`src/rtl/core/smv_pkg.sv`:
```
// Package for the SysEx message validator: status and kind codes, register
// indexes, protocol bytes and register reset values.
// No dependencies.
`default_nettype none

package smv_pkg;

   typedef enum logic [3:0] {
      ST_OK       = 4'd0,
      ST_FRAMING  = 4'd1,
      ST_MAKER    = 4'd2,
      ST_SHORT    = 4'd3,
      ST_ID_SHORT = 4'd4,
      ST_FOREIGN  = 4'd5,
      ST_UNKNOWN  = 4'd6,
      ST_LENGTH   = 4'd7,
      ST_CHECKSUM = 4'd8
   } status_type;

   typedef enum logic [1:0] {
      KIND_PATCH    = 2'd0,
      KIND_MASTER   = 2'd1,
      KIND_SPLIT    = 2'd2,
      KIND_ID_REPLY = 2'd3
   } kind_type;

   typedef enum logic [2:0] {
      REG_MIN_LENGTH    = 3'd0,
      REG_PATCH_OPCODE  = 3'd1,
      REG_MASTER_OPCODE = 3'd2,
      REG_SPLIT_OPCODE  = 3'd3,
      REG_PATCH_LENGTH  = 3'd4,
      REG_MASTER_LENGTH = 3'd5,
      REG_SPLIT_LENGTH  = 3'd6
   } reg_index_type;

   localparam int LEN_REG_W  = 10;
   localparam int OPC_REG_W  = 7;
   localparam int CSR_DATA_W = 10;

   localparam logic [7:0] SYSEX_START  = 8'hF0;
   localparam logic [7:0] SYSEX_END    = 8'hF7;
   localparam logic [7:0] UNIVERSAL_ID = 8'h7E;
   localparam logic [7:0] MAKER_ID     = 8'h10;
   localparam logic [7:0] DEVICE_ID    = 8'h06;
   localparam logic [7:0] ID_SUB1      = 8'h06;
   localparam logic [7:0] ID_SUB2      = 8'h02;
   localparam logic [3:0] NIBBLE_MASK  = 4'hF;

   localparam int HEADER_DEPTH = 5;
   // Byte index at which the first nibble byte leaves the two-byte delay line.
   localparam int NIBBLE_START = 7;
   localparam int MIN_HEADER_LEN = 4;
   localparam int ID_MIN_LEN = 15;
   // Shortest length that leaves at least one nibble byte before the checksum.
   localparam int MIN_BODY_LEN = 8;

   localparam logic [LEN_REG_W-1:0] RST_MIN_LENGTH    = 10'd6;
   localparam logic [OPC_REG_W-1:0] RST_PATCH_OPCODE  = 7'd1;
   localparam logic [OPC_REG_W-1:0] RST_MASTER_OPCODE = 7'd3;
   localparam logic [OPC_REG_W-1:0] RST_SPLIT_OPCODE  = 7'd2;
   localparam logic [LEN_REG_W-1:0] RST_PATCH_LENGTH  = 10'd275;
   localparam logic [LEN_REG_W-1:0] RST_MASTER_LENGTH = 10'd351;
   localparam logic [LEN_REG_W-1:0] RST_SPLIT_LENGTH  = 10'd41;

endpackage

`default_nettype wire

```
`src/rtl/core/sysex_message_validator.sv`:
```
// Top level of the SysEx message validator: input register, running message
// state, verdict logic and result register. Depends on smv_pkg.
`default_nettype none

// Checks one MIDI system-exclusive message per run of bytes, the last byte
// marked by req_last_byte, and gives one status and kind transaction on that
// last byte only. One byte is accepted every cycle while req_stall is low; a
// byte is held in the input register, and a last byte's verdict is then loaded
// into the result register, which drives rsp_valid.
// The input side stalls only when a last byte waits in the input register
// while the result register still holds an untaken result. Configuration
// writes take effect at once and are meant for times when no message is
// in flight. The byte counter is COUNT_BITS wide and saturates.
module sysex_message_validator
   import smv_pkg::*;
#(
   parameter int COUNT_BITS = 10
) (
   input  wire                   clock,
   input  wire                   reset,
   input  wire                   req_valid,
   output logic                  req_stall,
   input  wire  [7:0]            req_data_byte,
   input  wire                   req_last_byte,
   output logic                  rsp_valid,
   input  wire                   rsp_stall,
   output logic [3:0]            rsp_status,
   output logic [1:0]            rsp_message_kind,
   input  wire                   csr_write_enable,
   input  wire  [2:0]            csr_index,
   input  wire  [CSR_DATA_W-1:0] csr_data
);

   localparam int LEN_W = (COUNT_BITS > LEN_REG_W) ? COUNT_BITS : LEN_REG_W;
   localparam logic [COUNT_BITS-1:0] COUNT_MAX = '1;

   // Configuration registers.
   logic [LEN_REG_W-1:0] min_length_ff, patch_length_ff, master_length_ff, split_length_ff;
   logic [OPC_REG_W-1:0] patch_opcode_ff, master_opcode_ff, split_opcode_ff;

   always_ff @(posedge clock) begin
      if (reset) begin
         min_length_ff    <= RST_MIN_LENGTH;
         patch_opcode_ff  <= RST_PATCH_OPCODE;
         master_opcode_ff <= RST_MASTER_OPCODE;
         split_opcode_ff  <= RST_SPLIT_OPCODE;
         patch_length_ff  <= RST_PATCH_LENGTH;
         master_length_ff <= RST_MASTER_LENGTH;
         split_length_ff  <= RST_SPLIT_LENGTH;
      end else if (csr_write_enable) begin
         case (reg_index_type'(csr_index))
            REG_MIN_LENGTH:    min_length_ff    <= csr_data;
            REG_PATCH_OPCODE:  patch_opcode_ff  <= csr_data[OPC_REG_W-1:0];
            REG_MASTER_OPCODE: master_opcode_ff <= csr_data[OPC_REG_W-1:0];
            REG_SPLIT_OPCODE:  split_opcode_ff  <= csr_data[OPC_REG_W-1:0];
            REG_PATCH_LENGTH:  patch_length_ff  <= csr_data;
            REG_MASTER_LENGTH: master_length_ff <= csr_data;
            REG_SPLIT_LENGTH:  split_length_ff  <= csr_data;
            default: ;
         endcase
      end
   end

   // Input register.
   logic       in_valid_ff, in_valid_in;
   logic [7:0] in_byte_ff;
   logic       in_last_ff;
   logic       req_accept, out_free, process;

   assign out_free   = !rsp_valid || !rsp_stall;
   assign process    = in_valid_ff && (!in_last_ff || out_free);
   assign req_stall  = in_valid_ff && !process;
   assign req_accept = req_valid && !req_stall;
   assign in_valid_in = req_accept || (in_valid_ff && !process);

   always_ff @(posedge clock) begin
      if (reset) begin
         in_valid_ff <= 1'b0;
      end else begin
         in_valid_ff <= in_valid_in;
      end
   end

   always_ff @(posedge clock) begin
      if (req_accept) begin
         in_byte_ff <= req_data_byte;
         in_last_ff <= req_last_byte;
      end
   end

   // Running message state.
   logic [COUNT_BITS-1:0] count_ff, count_in, len;
   logic [7:0]            header_ff [HEADER_DEPTH];
   logic [7:0]            sum_ff, sum_in;
   logic [3:0]            held_ff, held_in;
   logic                  phase_ff, phase_in;
   logic [7:0]            delay0_ff, delay1_ff;
   logic                  take_nibble;

   assign len         = (count_ff < COUNT_MAX) ? count_ff + 1'b1 : COUNT_MAX;
   assign take_nibble = count_ff >= COUNT_BITS'(NIBBLE_START);

   always_comb begin
      sum_in   = sum_ff;
      held_in  = held_ff;
      phase_in = phase_ff;
      if (take_nibble) begin
         if (!phase_ff) begin
            held_in  = delay0_ff[3:0] & NIBBLE_MASK;
            phase_in = 1'b1;
         end else begin
            sum_in   = sum_ff + {delay0_ff[3:0], held_ff};
            phase_in = 1'b0;
         end
      end
      count_in = len;
   end

   always_ff @(posedge clock) begin
      if (reset) begin
         count_ff  <= '0;
         sum_ff    <= '0;
         held_ff   <= '0;
         phase_ff  <= 1'b0;
         delay0_ff <= '0;
         delay1_ff <= '0;
      end else if (process) begin
         if (in_last_ff) begin
            count_ff  <= '0;
            sum_ff    <= '0;
            held_ff   <= '0;
            phase_ff  <= 1'b0;
            delay0_ff <= '0;
            delay1_ff <= '0;
         end else begin
            count_ff  <= count_in;
            sum_ff    <= sum_in;
            held_ff   <= held_in;
            phase_ff  <= phase_in;
            delay0_ff <= delay1_ff;
            delay1_ff <= in_byte_ff;
         end
      end
   end

   // Header bytes are only read at positions already written in this message.
   always_ff @(posedge clock) begin
      if (process) begin
         for (int i = 0; i < HEADER_DEPTH; i++) begin
            if (count_ff == COUNT_BITS'(i)) begin
               header_ff[i] <= in_byte_ff;
            end
         end
      end
   end

   // Verdict on the current byte, as if it were the last one.
   logic [7:0]       hdr_val  [HEADER_DEPTH];
   logic             hdr_here [HEADER_DEPTH];
   logic [LEN_W-1:0] len_ext, want;
   logic             h0_start, h1_univ, maker_ok, id_reply, op_hit, sum_ok;
   kind_type         op_kind, kind;
   status_type       status;

   always_comb begin
      for (int i = 0; i < HEADER_DEPTH; i++) begin
         hdr_here[i] = count_ff >= COUNT_BITS'(i);
         hdr_val[i]  = (count_ff == COUNT_BITS'(i)) ? in_byte_ff : header_ff[i];
      end
   end

   assign len_ext  = LEN_W'(len);
   assign h0_start = hdr_val[0] == SYSEX_START;
   assign h1_univ  = hdr_here[1] && hdr_val[1] == UNIVERSAL_ID;
   assign maker_ok = hdr_here[1] && hdr_val[1] == MAKER_ID
                     && hdr_here[2] && hdr_val[2] == DEVICE_ID;
   assign id_reply = h1_univ && hdr_here[3] && hdr_val[3] == ID_SUB1
                     && hdr_here[4] && hdr_val[4] == ID_SUB2;
   assign sum_ok   = {1'b0, sum_in[6:0]} == delay1_ff;

   always_comb begin
      op_hit  = 1'b1;
      op_kind = KIND_PATCH;
      want    = '0;
      priority if (hdr_val[3] == {1'b0, patch_opcode_ff}) begin
         want    = LEN_W'(patch_length_ff);
         op_kind = KIND_PATCH;
      end else if (hdr_val[3] == {1'b0, master_opcode_ff}) begin
         want    = LEN_W'(master_length_ff);
         op_kind = KIND_MASTER;
      end else if (hdr_val[3] == {1'b0, split_opcode_ff}) begin
         want    = LEN_W'(split_length_ff);
         op_kind = KIND_SPLIT;
      end else begin
         op_hit = 1'b0;
      end
   end

   always_comb begin
      status = ST_OK;
      kind   = KIND_PATCH;
      priority if (len_ext < LEN_W'(min_length_ff) || !h0_start || in_byte_ff != SYSEX_END) begin
         status = ST_FRAMING;
      end else if (len_ext < LEN_W'(MIN_HEADER_LEN)) begin
         status = ST_MAKER;
      end else if (!h1_univ && !maker_ok) begin
         status = ST_MAKER;
      end else if (id_reply) begin
         if (len_ext < LEN_W'(ID_MIN_LEN)) begin
            status = ST_ID_SHORT;
         end else begin
            kind = KIND_ID_REPLY;
         end
      end else if (!maker_ok) begin
         status = ST_FOREIGN;
      end else if (!op_hit) begin
         status = ST_UNKNOWN;
      end else if (len_ext != want) begin
         status = ST_LENGTH;
      end else if (len_ext < LEN_W'(MIN_BODY_LEN) || !len[0] || !sum_ok) begin
         // The nibble count is the length minus seven and must be even.
         status = ST_CHECKSUM;
      end else begin
         kind = op_kind;
      end
   end

   // Result register.
   logic       rsp_valid_ff;
   logic [3:0] rsp_status_ff;
   logic [1:0] rsp_kind_ff;
   logic       rsp_load;

   assign rsp_load = process && in_last_ff;

   always_ff @(posedge clock) begin
      if (reset) begin
         rsp_valid_ff <= 1'b0;
      end else if (rsp_load) begin
         rsp_valid_ff <= 1'b1;
      end else if (!rsp_stall) begin
         rsp_valid_ff <= 1'b0;
      end
   end

   always_ff @(posedge clock) begin
      if (rsp_load) begin
         rsp_status_ff <= status;
         rsp_kind_ff   <= kind;
      end
   end

   assign rsp_valid        = rsp_valid_ff;
   assign rsp_status       = rsp_status_ff;
   assign rsp_message_kind = rsp_kind_ff;

endmodule

`default_nettype wire

```
`config.mk`:
```
export PLATFORM = sky130hd
export DESIGN_NAME = sysex_message_validator
export DESIGN_NICKNAME = d
export VERILOG_FILES = /design/src/rtl/core/smv_pkg.sv /design/src/rtl/core/sysex_message_validator.sv
export SDC_FILE = /design/constraint.sdc
export NUM_CORES = 1
export LEC_CHECK = 0
export BUFFER_PORTS_ARGS = -buffer_cell sky130_fd_sc_hd__buf_2
export CAP_MARGIN = 20
export CORE_MARGIN = 5
export CORE_UTILIZATION = 56
export DETAILED_ROUTE_END_ITERATION = 7
export PLACE_DENSITY = 0.8
export SLEW_MARGIN = 20
export SYNTH_ARGS = -nofsm -noshare
export SYNTH_HDL_FRONTEND = slang
export SYNTH_SLANG_ARGS = --single-unit
```
`constraint.sdc`:
```
create_clock -name clock -period 4.1 [get_ports clock]
set_input_delay 0.41 -clock clock [delete_from_list [all_inputs] [get_ports clock]]
set_output_delay 0.41 -clock clock [all_outputs]
set_load 0.02 [all_outputs]
```
# Yosys cells after proc, flatten, opt, wreduce, memory -nomap -nowiden

Memory sizes are Yosys's and may differ from the RTL's.
Index checks and enable logic that the tools add are counted.

Register bits after elaboration: 113
RAM bits: 40
Input port bits: 27
Output and inout port bits: 8
Memories: 1

$add $sub $neg: 2
$lt $le $gt $ge: 10
Eq/ne operators: 24
Muxes and demuxes: 70
Reductions and logical operators: 49

Memory list:

| memory    | depth | bits a word | rd ports | clocked after memory_dff | write ports | RTL line                      | text |
|---|---|---|---|---|---|---|---|
| header_ff | 5     | 8           | 5        | 0                        | 1           | sysex_message_validator.sv:93 | `logic [7:0] header_ff [HEADER_DEPTH];` |

Operator list:

| operator                                                           | number |
|---|---|
| two-way mux 8 bit                                                  | 13 |
| two-way mux 10 bit                                                 | 5 |
| two-way mux 4 bit                                                  | 9 |
| OR reduction 8 bit                                                 | 4 |
| two-way mux 1 bit                                                  | 27 |
| == test 8 x 7 -> 1 bit                                             | 3 |
| two-way mux 2 bit                                                  | 11 |
| == test 10 x 2 -> 1 bit, second input constant                     | 2 |
| greater-or-equal comparator 10 x 2 -> 1 bit, second input constant | 2 |
| greater-or-equal comparator 10 x 3 -> 1 bit, second input constant | 2 |
| less-than comparator 10 x 4 -> 1 bit, second input constant        | 2 |
| == test 8 x 3 -> 1 bit, second input constant                      | 2 |
| AND reduction 2 bit                                                | 8 |
| two-way mux 3 bit                                                  | 5 |
| logical AND 1 bit                                                  | 13 |
| adder 10 x 1 -> 10 bit, second input constant                      | 1 |
| == test 10 x 1 -> 1 bit, second input constant                     | 1 |
| == test 10 x 3 -> 1 bit, second input constant                     | 1 |
| greater-or-equal comparator 10 x 1 -> 1 bit, second input constant | 1 |
| logical NOT 1 bit                                                  | 10 |
| logical NOT 10 bit                                                 | 1 |
| less-than comparator 10 bit                                        | 1 |
| less-than comparator 10 bit, second input constant                 | 1 |
| less-than comparator 10 x 3 -> 1 bit, second input constant        | 1 |
| 18 further kinds                                                   | 29 |

# Depth between registers and ports, before layout

Gate-level depths: netlist of the first run.

Depth in word-level cells: 13
Gate-level depth with buffers: 16

# Worst setup path after synthesis of the first run

Ideal clock, no wire load.

Path type: flip-flop to flip-flop
Start: register count_ff[5]
End: register rsp_status_ff[0] (netlist: rsp_status[0]) (data pin)
Arrival time: 3.630 ns
Slack: 0.216 ns
Cell stages (with the launch flop): 14
Buffers on the path: 3
Cells stage by stage: dfxtp_1 or4_1 buf_2 or3_1 buf_2 or4_4 a211oi_2 buf_4 nand3_2 a32oi_1 nand4_1 or4_4 a21o_1 a21o_1

Longest elaborated chain between the ends: 13
Elaborated cells between the ends (all ways): 55
Classes of those cells: 1 x add/sub; 7 x order compare; 14 x eq/ne; 18 x mux; 15 x reduce/logical

RTL lines:

| element                 | RTL line                       | text |
|---|---|---|
| from (decl)             | sysex_message_validator.sv:92  | `logic [COUNT_BITS-1:0] count_ff, count_in, len;` |
| from (signal assigned)  | sysex_message_validator.sv:136 | `count_ff <= count_in;` |
| == test 10 x 2 -> 1 bit | sysex_message_validator.sv:168 | `hdr_val[i] = (count_ff == COUNT_BITS'(i)) ? in_byte_ff : header_ff[i];` |
| two-way mux 8 bit       | sysex_message_validator.sv:168 |  |
| == test 8 x 7 -> 1 bit  | sysex_message_validator.sv:191 | `end else if (hdr_val[3] == {1'b0, split_opcode_ff}) begin` |
| two-way mux 10 bit      | sysex_message_validator.sv:191 |  |
| two-way mux 10 bit      | sysex_message_validator.sv:188 | `end else if (hdr_val[3] == {1'b0, master_opcode_ff}) begin` |
| two-way mux 10 bit      | sysex_message_validator.sv:185 | `priority if (hdr_val[3] == {1'b0, patch_opcode_ff}) begin` |
| != test 10 bit          | sysex_message_validator.sv:218 | `end else if (len_ext != want) begin` |
| two-way mux 4 bit       | sysex_message_validator.sv:218 |  |
| two-way mux 4 bit       | sysex_message_validator.sv:216 | `end else if (!op_hit) begin` |
| two-way mux 4 bit       | sysex_message_validator.sv:214 | `end else if (!maker_ok) begin` |
| two-way mux 4 bit       | sysex_message_validator.sv:208 | `end else if (id_reply) begin` |
| two-way mux 2 bit       | sysex_message_validator.sv:206 | `end else if (!h1_univ && !maker_ok) begin` |
| two-way mux 2 bit       | sysex_message_validator.sv:204 | `end else if (len_ext < LEN_W'(MIN_HEADER_LEN)) begin` |
| to (signal assigned)    | sysex_message_validator.sv:248 | `rsp_status_ff <= status;` |
| to (decl)               | sysex_message_validator.sv:230 | `logic [3:0] rsp_status_ff;` |

Parallel ways exist; a longest one is shown, timed or not.
A chain may end at the register's enable or synchronous reset.

# Final worst setup path of the first run

Same ends and word-level chain as after synthesis.

==> results of run 1 <==
[placed cells by master, fill, tap and decap left out, types with 19 or more instances in the layout]
master and n:
nand2_1 133, buf_4 28, nor3_1 21, mux2i_1 19, buf_2 33, xor2_1 33
nand3b_1 24, inv_1 34, a21oi_1 64, nor2_1 63, edfxtp_1 55, dfxtp_1 97
ha_1 20, a22oi_1 19, xnor2_1 23
[through the flow]
stage          hold WS [ps]  std cells  worst slack, ps
2_1_floorplan           431        840              216
6_report                155       1065              136
5_1_grt                 148       1065             26.5
4_1_cts                 144       1065             70.6
3_3_place_gp            443       1033              161
3_5_place_dp            444       1033              131
[sequential cells by signal, summed over array words and instances (netlist names)]
signal and flops:
header_ff 40, count_ff 10, master_length_ff 10, min_length_ff 10, patch_length_ff 10, split_length_ff 10, delay1_ff 8, in_byte_ff 8
master_opcode_ff 7, patch_opcode_ff 7, split_opcode_ff 7, sum_ff 7, delay0_ff 4, held_ff 4, rsp_status 4, rsp_message_kind 2
in_last_ff 1, in_valid_ff 1, phase_ff 1, rsp_valid 1
[logic make-up (layout without fill, tap and decap cells)]
group	after synthesis	in the layout	share of synthesized area [%]
AOI/OAI and AO/OA	159	159	13.5
buffers and inverters	78	127	3.95
muxes	21	21	2.78
DFF	152	152	47.0
adders and majority gates	21	21	3.54
xor gates and xnor gates	56	56	6.42
and+or+nand+nor	353	353	22.8
[cells in the mapped netlist (4+ instances only)]
library cell    n  area share [%]
nand2_1       134             6.6
dfxtp_1        97              25
a21oi_1        64             4.2
nor2_1         63             3.1
edfxtp_1       55              22
clkbuf_1       39             1.9
inv_1          34             1.7
xor2_1         33             3.8
nand3b_1       24             2.4
xnor2_1        23             2.6
nor3_1         21             1.4
ha_1           20             3.3
a22oi_1        19             1.9
mux2i_1        19             2.5
nand3_1        18             1.2
nor4_1         18             1.5
o21ai_0        18             1.2
nand4_1        13             1.1
and3_1         12            0.98
or3_1           9            0.74
nor2b_1         8            0.65
and2_1          7            0.57
nand2b_1        6            0.49
o21a_1          6            0.59
a211o_1         5            0.57
or4_1           5            0.49
a211oi_1        4            0.39
a221oi_1        4            0.46
a31oi_1         4            0.33
buf_2           4            0.26
o31ai_1         4            0.39
[power by group through the flow]
| stage | Sequential (uW) | Combinational [uW] | Clock [uW] |
|---|---|---|---|
| 2_1_floorplan | 1640 | 114 | 0 |
| 3_3_place_gp | 1650 | 178 | 0 |
| 3_5_place_dp | 1650 | 181 | 0 |
| 4_1_cts | 1620 | 183 | 1510 |
| 5_1_grt | 1620 | 201 | 1580 |
| 6_report | 1620 | 185 | 1500 |
[area by class of cell]
class	count	area share, %
multi-input cells	610	43.6
flip-flops and latches	152	41.6
clock buffers	18	4.97
repair buffers	61	4.34
well taps	176	2.55
clock inverters	14	1.52
inverters	34	1.48
[path summary, 6_finish.rpt]
check / start / endpoint / slack (ps) / depth (start not counted)
max: count_ff[5] / rsp_status[0] / 140 / 11
min: req_data_byte[6] / in_byte_ff[6] / 160 / 1
max reg2reg: count_ff[5] / rsp_status[0] / 140 / 11
min reg2reg: patch_length_ff[7] / patch_length_ff[7] / 450 / 2
[routing by layer]
metal  global-route usage, %  vias to the layer above  part of all wire, %
met5                       0                        -                    0
met4                    7.76                        0                  1.9
met3                    4.83                       26                  6.0
met2                    40.5                      200                   48
met1                    33.2                     3035                   44
li1                        -                     3068                    -
==> flow_metrics.tcl, run 1 <==
set metrics [dict create \
    critPathKind "flop to flop" \
    switching_power_uw 761 \
    portBuffers 34 \
    crit_family "simple AND/OR/NAND/NOR gates" \
    rsz0062_at_grt "false" \
    grt.total_usage_pct 24.7 \
    fin_area_mm2 0.00864 \
    cp_max_fo 11 \
    max-cap-violations 0 \
    switching_share_pct 23.0 \
    slew_violations 0 \
    grt_max_degree 69 \
    clock_sinks 152 \
    power_density_mw_per_mm2 382 \
    wl_per_cell_um 18.5 \
    finalSetupTns_ps 0 \
    hpwlAfterDp_um 14000 \
    clk_path_buf_depth 2 \
    firstDrtPassIters 5 \
    outcome "finished, final reports clean" \
    worstPathRequired_ps 4280 \
    syn_avg_cell_area_um2 9.10 \
    cts_tree "built" \
    setup_violations 0 \
    clock_latency_ps 430 \
    fillers 1096 \
    yosysUniqueCellTypes 65 \
    final_util_pct 65.0 \
    fp.coreArea_mm2 0.0133 \
    die_w_um 127 \
    syn-num-nets 888 \
    htreeDepth 4 \
    grt_antenna_before_repair 0 \
    drive_above_1_share_pct 11.4 \
    async_flop_share_pct 0 \
    max_slew.worst_pin.slew_ps 1050 \
    synth_edf_count 55 \
    cp_num_buf_inv 1 \
    crit_chain "or4_1, or3_4, or4_4, a211oi_2, buf_4, a221oi_1, mux2i_1, o21ai_0, or4_4, a21o_1, a21o_1" \
    die_h_um 127 \
    arrival_ps 4150 \
    p_int_uw 2540 \
    synth_area_mm2 0.00764 \
    gp_congestion 0.934 \
    drc 0 \
    ys_seq_elements 152 \
    end_kind "flop" \
    grt_overflow 0 \
    cts_root_buffer "clkbuf_16" \
    fin_nets 924 \
    dr_total_vias 6329 \
    min_path_type "input pin to flop" \
    p_clk_share_pct 45.4 \
    area_delta_synth_final_pct 13.1 \
    detail-route-antenna-nets 0 \
    dieArea_mm2 0.0161 \
    clk_pin_slew_ps 60 \
    multi_input_area_mm2 0.00377 \
    drt_first_iter_violations 523 \
    start_kind "flop" \
    p_leak_uw 0.00340 \
    max_stage_delay_ps 580 \
    ctsResizeCount 0 \
    initial_core_util_pct 57.5 \
    seq_area_mm2 0.00359 \
    fin_skew_ps 12.6 \
    io_pins 35 \
    power_frac_comb_pct 5.6 \
    cts_setup_buffers 0 \
    clock.fmax_mhz 252 \
    grt_pass1_vias 6016 \
    finalPower_uw 3310 \
    finalWirelength_um 19700 \
    hold_viol_final 0 \
    finalCriticalPeriod_ps 3960 \
    syn_inst 840 \
    ys_seq_area_share_pct 47.0 \
    max_slew_margin_pct 29.4 \
    synth_flop_cell "dfxtp_1" \
    critPathSlowestCell "or4_1" \
    viasPerCell 5.94 \
    cts_buffers 17 \
    ys.warnings.count 0 \
    grt_pass1_wl_um 31400 \
    place_area_mm2 0.00807 \
    p_seq_share_pct 49.0 \
    cts.hold.buffers_added 0 \
    min_period_over_period_pct 96.7 \
    n_antenna_cell 0 \
    row_count 42 \
    vdd_drop_max_mv 0.318 \
]
No activity file was read; power rests on OpenSTA's default activity.
==> run 2, diff against run 1 <==
--- a/config.mk
+++ b/config.mk
@@ -8,8 +8,8 @@
 export BUFFER_PORTS_ARGS = -buffer_cell sky130_fd_sc_hd__buf_2
 export CAP_MARGIN = 20
-export CORE_MARGIN = 5
-export CORE_UTILIZATION = 56
+export CORE_MARGIN = 4
+export CORE_UTILIZATION = 35
 export DETAILED_ROUTE_END_ITERATION = 7
-export PLACE_DENSITY = 0.8
+export PLACE_DENSITY = 0.55
 export SLEW_MARGIN = 20
 export SYNTH_ARGS = -nofsm -noshare
==> constraint.sdc (replaced) <==
create_clock -name clock -period 4.1 [get_ports clock]
set_input_delay 1.23 -clock clock [delete_from_list [all_inputs] [get_ports clock]]
set_output_delay 1.23 -clock clock [all_outputs]
set_load 0.02 [all_outputs]
==> run 2 against run 1 <==
Against the previous run:
- combinational power about the same
- clock skew down 1.7 ps
- final cell count up 9.8%
- critical path depth unchanged
- register-to-register slack about the same
- cell area up 2.6%
- clock power up 5%
- largest power group unchanged
- first-iteration DRC count down 0.57%
- wire length up 6.3%
- clock-buffer cell count down 1
==> flow_metrics.tcl, run 2 (synthesis gave the netlist of run 1 again) <==
set metrics [dict create \
    outcome "finished, final reports clean" \
    clk_path_buf_depth 2 \
    max_slew_margin_pct 37.3 \
    largest_reg_flops 40 \
    cp_max_fo 11 \
    critPathSlowestCell "or4_4" \
    portBuffers 34 \
    io_pins 35 \
    detail-route-antenna-nets 0 \
    crit_family "simple AND/OR/NAND/NOR gates" \
    viasPerCell 5.32 \
    fin_skew_ps 10.9 \
    gp_congestion 0.922 \
    dr_total_vias 6219 \
    critPathKind "flop to flop" \
    rsz0062_at_grt "false" \
    grt.total_usage_pct 17.5 \
    final_cell_mix "nand2_1 (133), dfxtp_1 (97), a21oi_1 (64), nor2_1 (63), edfxtp_1 (55)" \
    setup_slack_ps 131 \
    grt_pass1_wl_um 33300 \
    grt_overflow 0 \
    r2r_slack_ps 130 \
    vdd_drop_max_mv 0.281 \
    hpwlAfterDp_um 15400 \
    top_register "header_ff" \
    slew_violations 0 \
    arrival_ps 4150 \
    crit_chain "or4_1, or3_4, or4_4, a211oi_2, buf_4, nand3_2, a32oi_1, nand4_1, or4_4, a21o_1, a21o_1" \
    cp_num_buf_inv 1 \
    p_leak_uw 0.00345 \
    drc 0 \
    wl_per_cell_um 17.9 \
    end_kind "flop" \
    cts_root_buffer "clkbuf_16" \
    final_common_cell "nand2_1" \
    hold_start "delay0_ff[3]" \
    min_delay_worst_endpoint "delay0_ff[3]" \
    worstReg2RegEnd "rsp_status[0]" \
    setup_violations 0 \
    whs_ps 454 \
    reg2reg_from "count_ff[5]" \
    dieArea_mm2 0.0243 \
    max_slew.worst_pin.slew_ps 937 \
    final_util_pct 41.8 \
    firstDrtPassIters 6 \
    grt_antenna_before_repair 0 \
    ctsResizeCount 0 \
    htreeDepth 4 \
    max_stage_delay_ps 620 \
    die_h_um 156 \
    row_count 53 \
    cts_tree "built" \
    initial_core_util_pct 36.0 \
    dp_slack_ps 94.7 \
    n_antenna_cell 0 \
    drive_above_1_share_pct 12.5 \
    clock_sinks 152 \
    min_period_over_period_pct 96.8 \
    finalSetupTns_ps 0 \
    fp.coreArea_mm2 0.0212 \
    grt_pass1_vias 6000 \
    clock_latency_ps 430 \
    finalWirelength_um 21000 \
    power_density_mw_per_mm2 382 \
    area_delta_synth_final_pct 16.0 \
    grt_max_degree 59 \
    whs_path_depth 2 \
    finalCriticalPeriod_ps 3970 \
    die_w_um 156 \
    worstPathRequired_ps 4290 \
    cts_setup_buffers 0 \
    drt_first_iter_violations 520 \
    cts_buffers 17 \
    min_path_type "flop to flop" \
    max-cap-violations 0 \
    start_kind "flop" \
    hold_viol_final 0 \
    clk_pin_slew_ps 60 \
    cts.hold.buffers_added 0 \
    finalPower_uw 3390 \
    rr_worst_depth 11 \
    fillers 2151 \
    fin_nets 929 \
    clock.fmax_mhz 252 \
]
## run 2: tightest hold or removal path: stages, from the launching register on
cell     delay, ps
dfxtp_1        310
nand2_1         50
a21oi_1         50
## run 2: per-layer routing
layer  up-vias  wire length [um]  share of wire, %  global-route usage [%]
met5         -                 0                 0                       0
met4         0               388               1.9                    5.46
met3        28              1060               5.0                    3.19
met2       162              9500                45                    27.3
met1      2951             10000                48                    24.7
li1       3078                 -                 -                       -
## run 2: worst max-delay path by stage
stage           startpoint            end  slack [ps]  depth (start not counted)
2_1_floorplan  count_ff[5]  rsp_status[0]         220                         13
3_3_place_gp   count_ff[5]  rsp_status[0]         110                         11
3_5_place_dp   count_ff[5]  rsp_status[0]          90                         11
4_1_cts        count_ff[5]  rsp_status[0]          90                         10
5_1_grt        count_ff[5]  rsp_status[0]          20                         11
6_report       count_ff[5]  rsp_status[0]         130                         11
## run 2: stage by stage
stage / instances / area [um2]
2_1_floorplan: 840 / 7640
4_1_cts: 1169 / 8840
6_report: 1169 / 8860
3_3_place_gp: 1137 / 8250
5_1_grt: 1169 / 8860
3_5_place_dp: 1137 / 8250
## run 2: cell type report
type	instances	area [um2]	share of cell area, %
clock buffers	17	425	4.80
multi-input cells	610	3770	42.6
well taps	275	344	3.88
inverters	34	128	1.44
repair buffers	66	435	4.91
clock inverters	15	165	1.86
flip-flops and latches	152	3590	40.5
## run 2: power breakdown
group | switching (uW) | total [uW] | internal (uW) | leakage [uW]
registers | 28.6 | 1620 | 1590 | 0.00129
clock network | 670 | 1580 | 910 | 0.000286
logic | 120 | 188 | 67.7 | 0.00187
==> run 3, diff against run 2 <==
PLACE_DENSITY = 0.53   (was 0.55)
SETUP_SLACK_MARGIN = 0.3   (was default)
clock period = 5.1 ns   (was 4.1 ns; I/O delays follow)
==> run 3 against run 2 <==
Against the previous run:
- non-clock buffer count shrank 24
- first-iteration DRC count decreased by 20%
- clock skew up 2.6 ps
- maximum frequency decreased by 9.8%
- clock-buffer cell count unchanged
- worst setup slack improved by 570 ps
- via count shrank 2.0%
- highest routed layer unchanged
- largest cell class unchanged
==> flow_metrics.tcl, run 3 (synthesis gave the netlist of run 1 again) <==
set metrics [dict create \
    whs_ps 456 \
    gp_congestion 0.886 \
    finalCriticalPeriod_ps 4400 \
    worstPathRequired_ps 5400 \
    cts_root_buffer "clkbuf_16" \
    crit_family "simple AND/OR/NAND/NOR gates" \
    htreeDepth 4 \
    arrival_ps 4700 \
    wl_met2_um 9450 \
    portBuffers 34 \
    drt_first_iter_violations 416 \
    clk_path_buf_depth 2 \
    vdd_drop_max_mv 0.216 \
    slew_violations 0 \
    grt_pass1_vias 5811 \
    clock.fmax_mhz 227 \
    finalPower_uw 2710 \
    firstDrtPassIters 5 \
    drive_above_1_share_pct 9.54 \
    grt_pass1_wl_um 32800 \
    setup_slack_ps 699 \
    r2r_slack_ps 700 \
    detail-route-antenna-nets 0 \
    top_register "header_ff" \
    min_period_over_period_pct 86.3 \
    grt_max_degree 36 \
    max_slew_margin_pct 41.6 \
    grt.total_usage_pct 17.4 \
    whs_path_depth 2 \
    viasPerCell 5.32 \
    dr_wl_met3_um 811 \
    dieArea_mm2 0.0243 \
    cp_common_cell "or4_4" \
    outcome "finished, final reports clean" \
    fin_skew_ps 13.4 \
    reg2reg_from "count_ff[0]" \
    worstReg2RegEnd "rsp_message_kind[1]" \
    dr_total_vias 6094 \
    io_pins 35 \
    initial_core_util_pct 36.0 \
    min_delay_worst_endpoint "delay0_ff[3]" \
    cp_max_fo 11 \
    p_leak_uw 0.00331 \
    fillers 2136 \
    grt_overflow 0 \
    max_slew.worst_pin.slew_ps 873 \
    clock_sinks 152 \
    critPathKind "flop to flop" \
    cts_buffers 17 \
    wl_per_cell_um 18.2 \
    end_kind "flop" \
    fp.coreArea_mm2 0.0212 \
    rsz0062_at_grt "false" \
    hold_viol_final 0 \
    multi_input_area_mm2 0.00377 \
    max_stage_delay_ps 580 \
    finalSetupTns_ps 0 \
    finalWirelength_um 20900 \
    maxUsedRoutingLayer "met4" \
    setup_violations 0 \
    start_kind "flop" \
    seq_area_mm2 0.00359 \
    cp_num_buf_inv 1 \
    drc 0 \
    max-cap-violations 0 \
    area_delta_synth_final_pct 13.1 \
    clk_pin_slew_ps 70 \
    critPathSlowestCell "dfxtp_1" \
    min_path_type "flop to flop" \
    power_density_mw_per_mm2 313 \
    hpwlAfterDp_um 14900 \
    grt_antenna_before_repair 0 \
    row_count 53 \
    hold_start "delay0_ff[3]" \
    die_h_um 156 \
    crit_chain "ha_1, inv_1, or3_1, or4_4, a211oi_4, a221oi_1, mux2i_1, o21ai_0, or4_4, nor4_1, o21a_1" \
    final_common_cell "nand2_1" \
    wl_met1_um 10300 \
    dp_slack_ps 560 \
    rr_worst_depth 11 \
    fin_nets 905 \
    final_cell_mix "nand2_1 (134), dfxtp_1 (97), a21oi_1 (64), nor2_1 (63), edfxtp_1 (55)" \
    largest_reg_flops 40 \
    cts_tree "built" \
    n_antenna_cell 0 \
    die_w_um 156 \
    clock_latency_ps 430 \
]
run 3: cell types whose count changed in the layout (fill, tap and decap cells not counted), moves of 2 or more:
cell,change
buf_12,-2
buf_4,-22
inv_6,+2
nor4_1,+2
nor4_2,-2
run 3: worst reg2reg max path: stages (launching register included):
cell	delay [ps]
dfxtp_1	580
ha_1	450
inv_1	60
or3_1	520
or4_4	590
a211oi_4	530
a221oi_1	200
mux2i_1	210
o21ai_0	110
or4_4	570
nor4_1	320
o21a_1	150
run 3: stage by stage:
stage | instances | util [%] | area (um2)
global route | 1145 | 40.7 | 8640
finish | 1145 | 40.7 | 8640
floorplan | 840 | - | 7640
CTS | 1145 | 40.6 | 8630
detailed placement | 1113 | 37.9 | 8050
global placement | 1113 | 37.9 | 8050
run 3: timing repair:
| action | CTS | global route |
|---|---|---|
| hold buffers | 0 | 0 |
| setup buffers | 0 | 0 |
| hold endpoints to repair | 0 | 0 |
| setup endpoints to repair | 0 | 2 |
| resized for setup | 0 | 1 |
run 3: layout make-up:
| type | count | area share [%] |
|---|---|---|
| multi-input cells | 610 | 43.6 |
| repair buffers | 42 | 2.66 |
| inverters | 34 | 1.48 |
| clock inverters | 15 | 1.77 |
| well taps | 275 | 3.98 |
| flip-flops and latches | 152 | 41.6 |
| clock buffers | 17 | 4.92 |
run 3: how the worst max path moves through the flow:
stage,startpoint,slack [ps],depth (start not counted),endpoint
floorplan,count_ff[5],1220,13,rsp_status[0]
global placement,count_ff[5],610,10,rsp_status[0]
detailed placement,count_ff[0],560,11,rsp_status[0]
CTS,count_ff[0],580,11,rsp_status[0]
global route,count_ff[0],440,11,rsp_message_kind[1]
finish,count_ff[0],700,11,rsp_message_kind[1]
run 3: metal layers:
metal | GRT usage (%) | vias up
met5 | 0 | -
met1 | 24.9 | 2905
met3 | 3.13 | 18
met4 | 5.09 | 0
met2 | 27.0 | 135
li1 | - | 3036
run 3: power by group:
| group | total, uW | switching (uW) | internal (uW) |
|---|---|---|---|
| Combinational | 135 | 86.0 | 49.0 |
| Sequential | 1310 | 33.0 | 1280 |
| Clock | 1260 | 568 | 691 |
| Total | 2710 | 687 | 2020 |
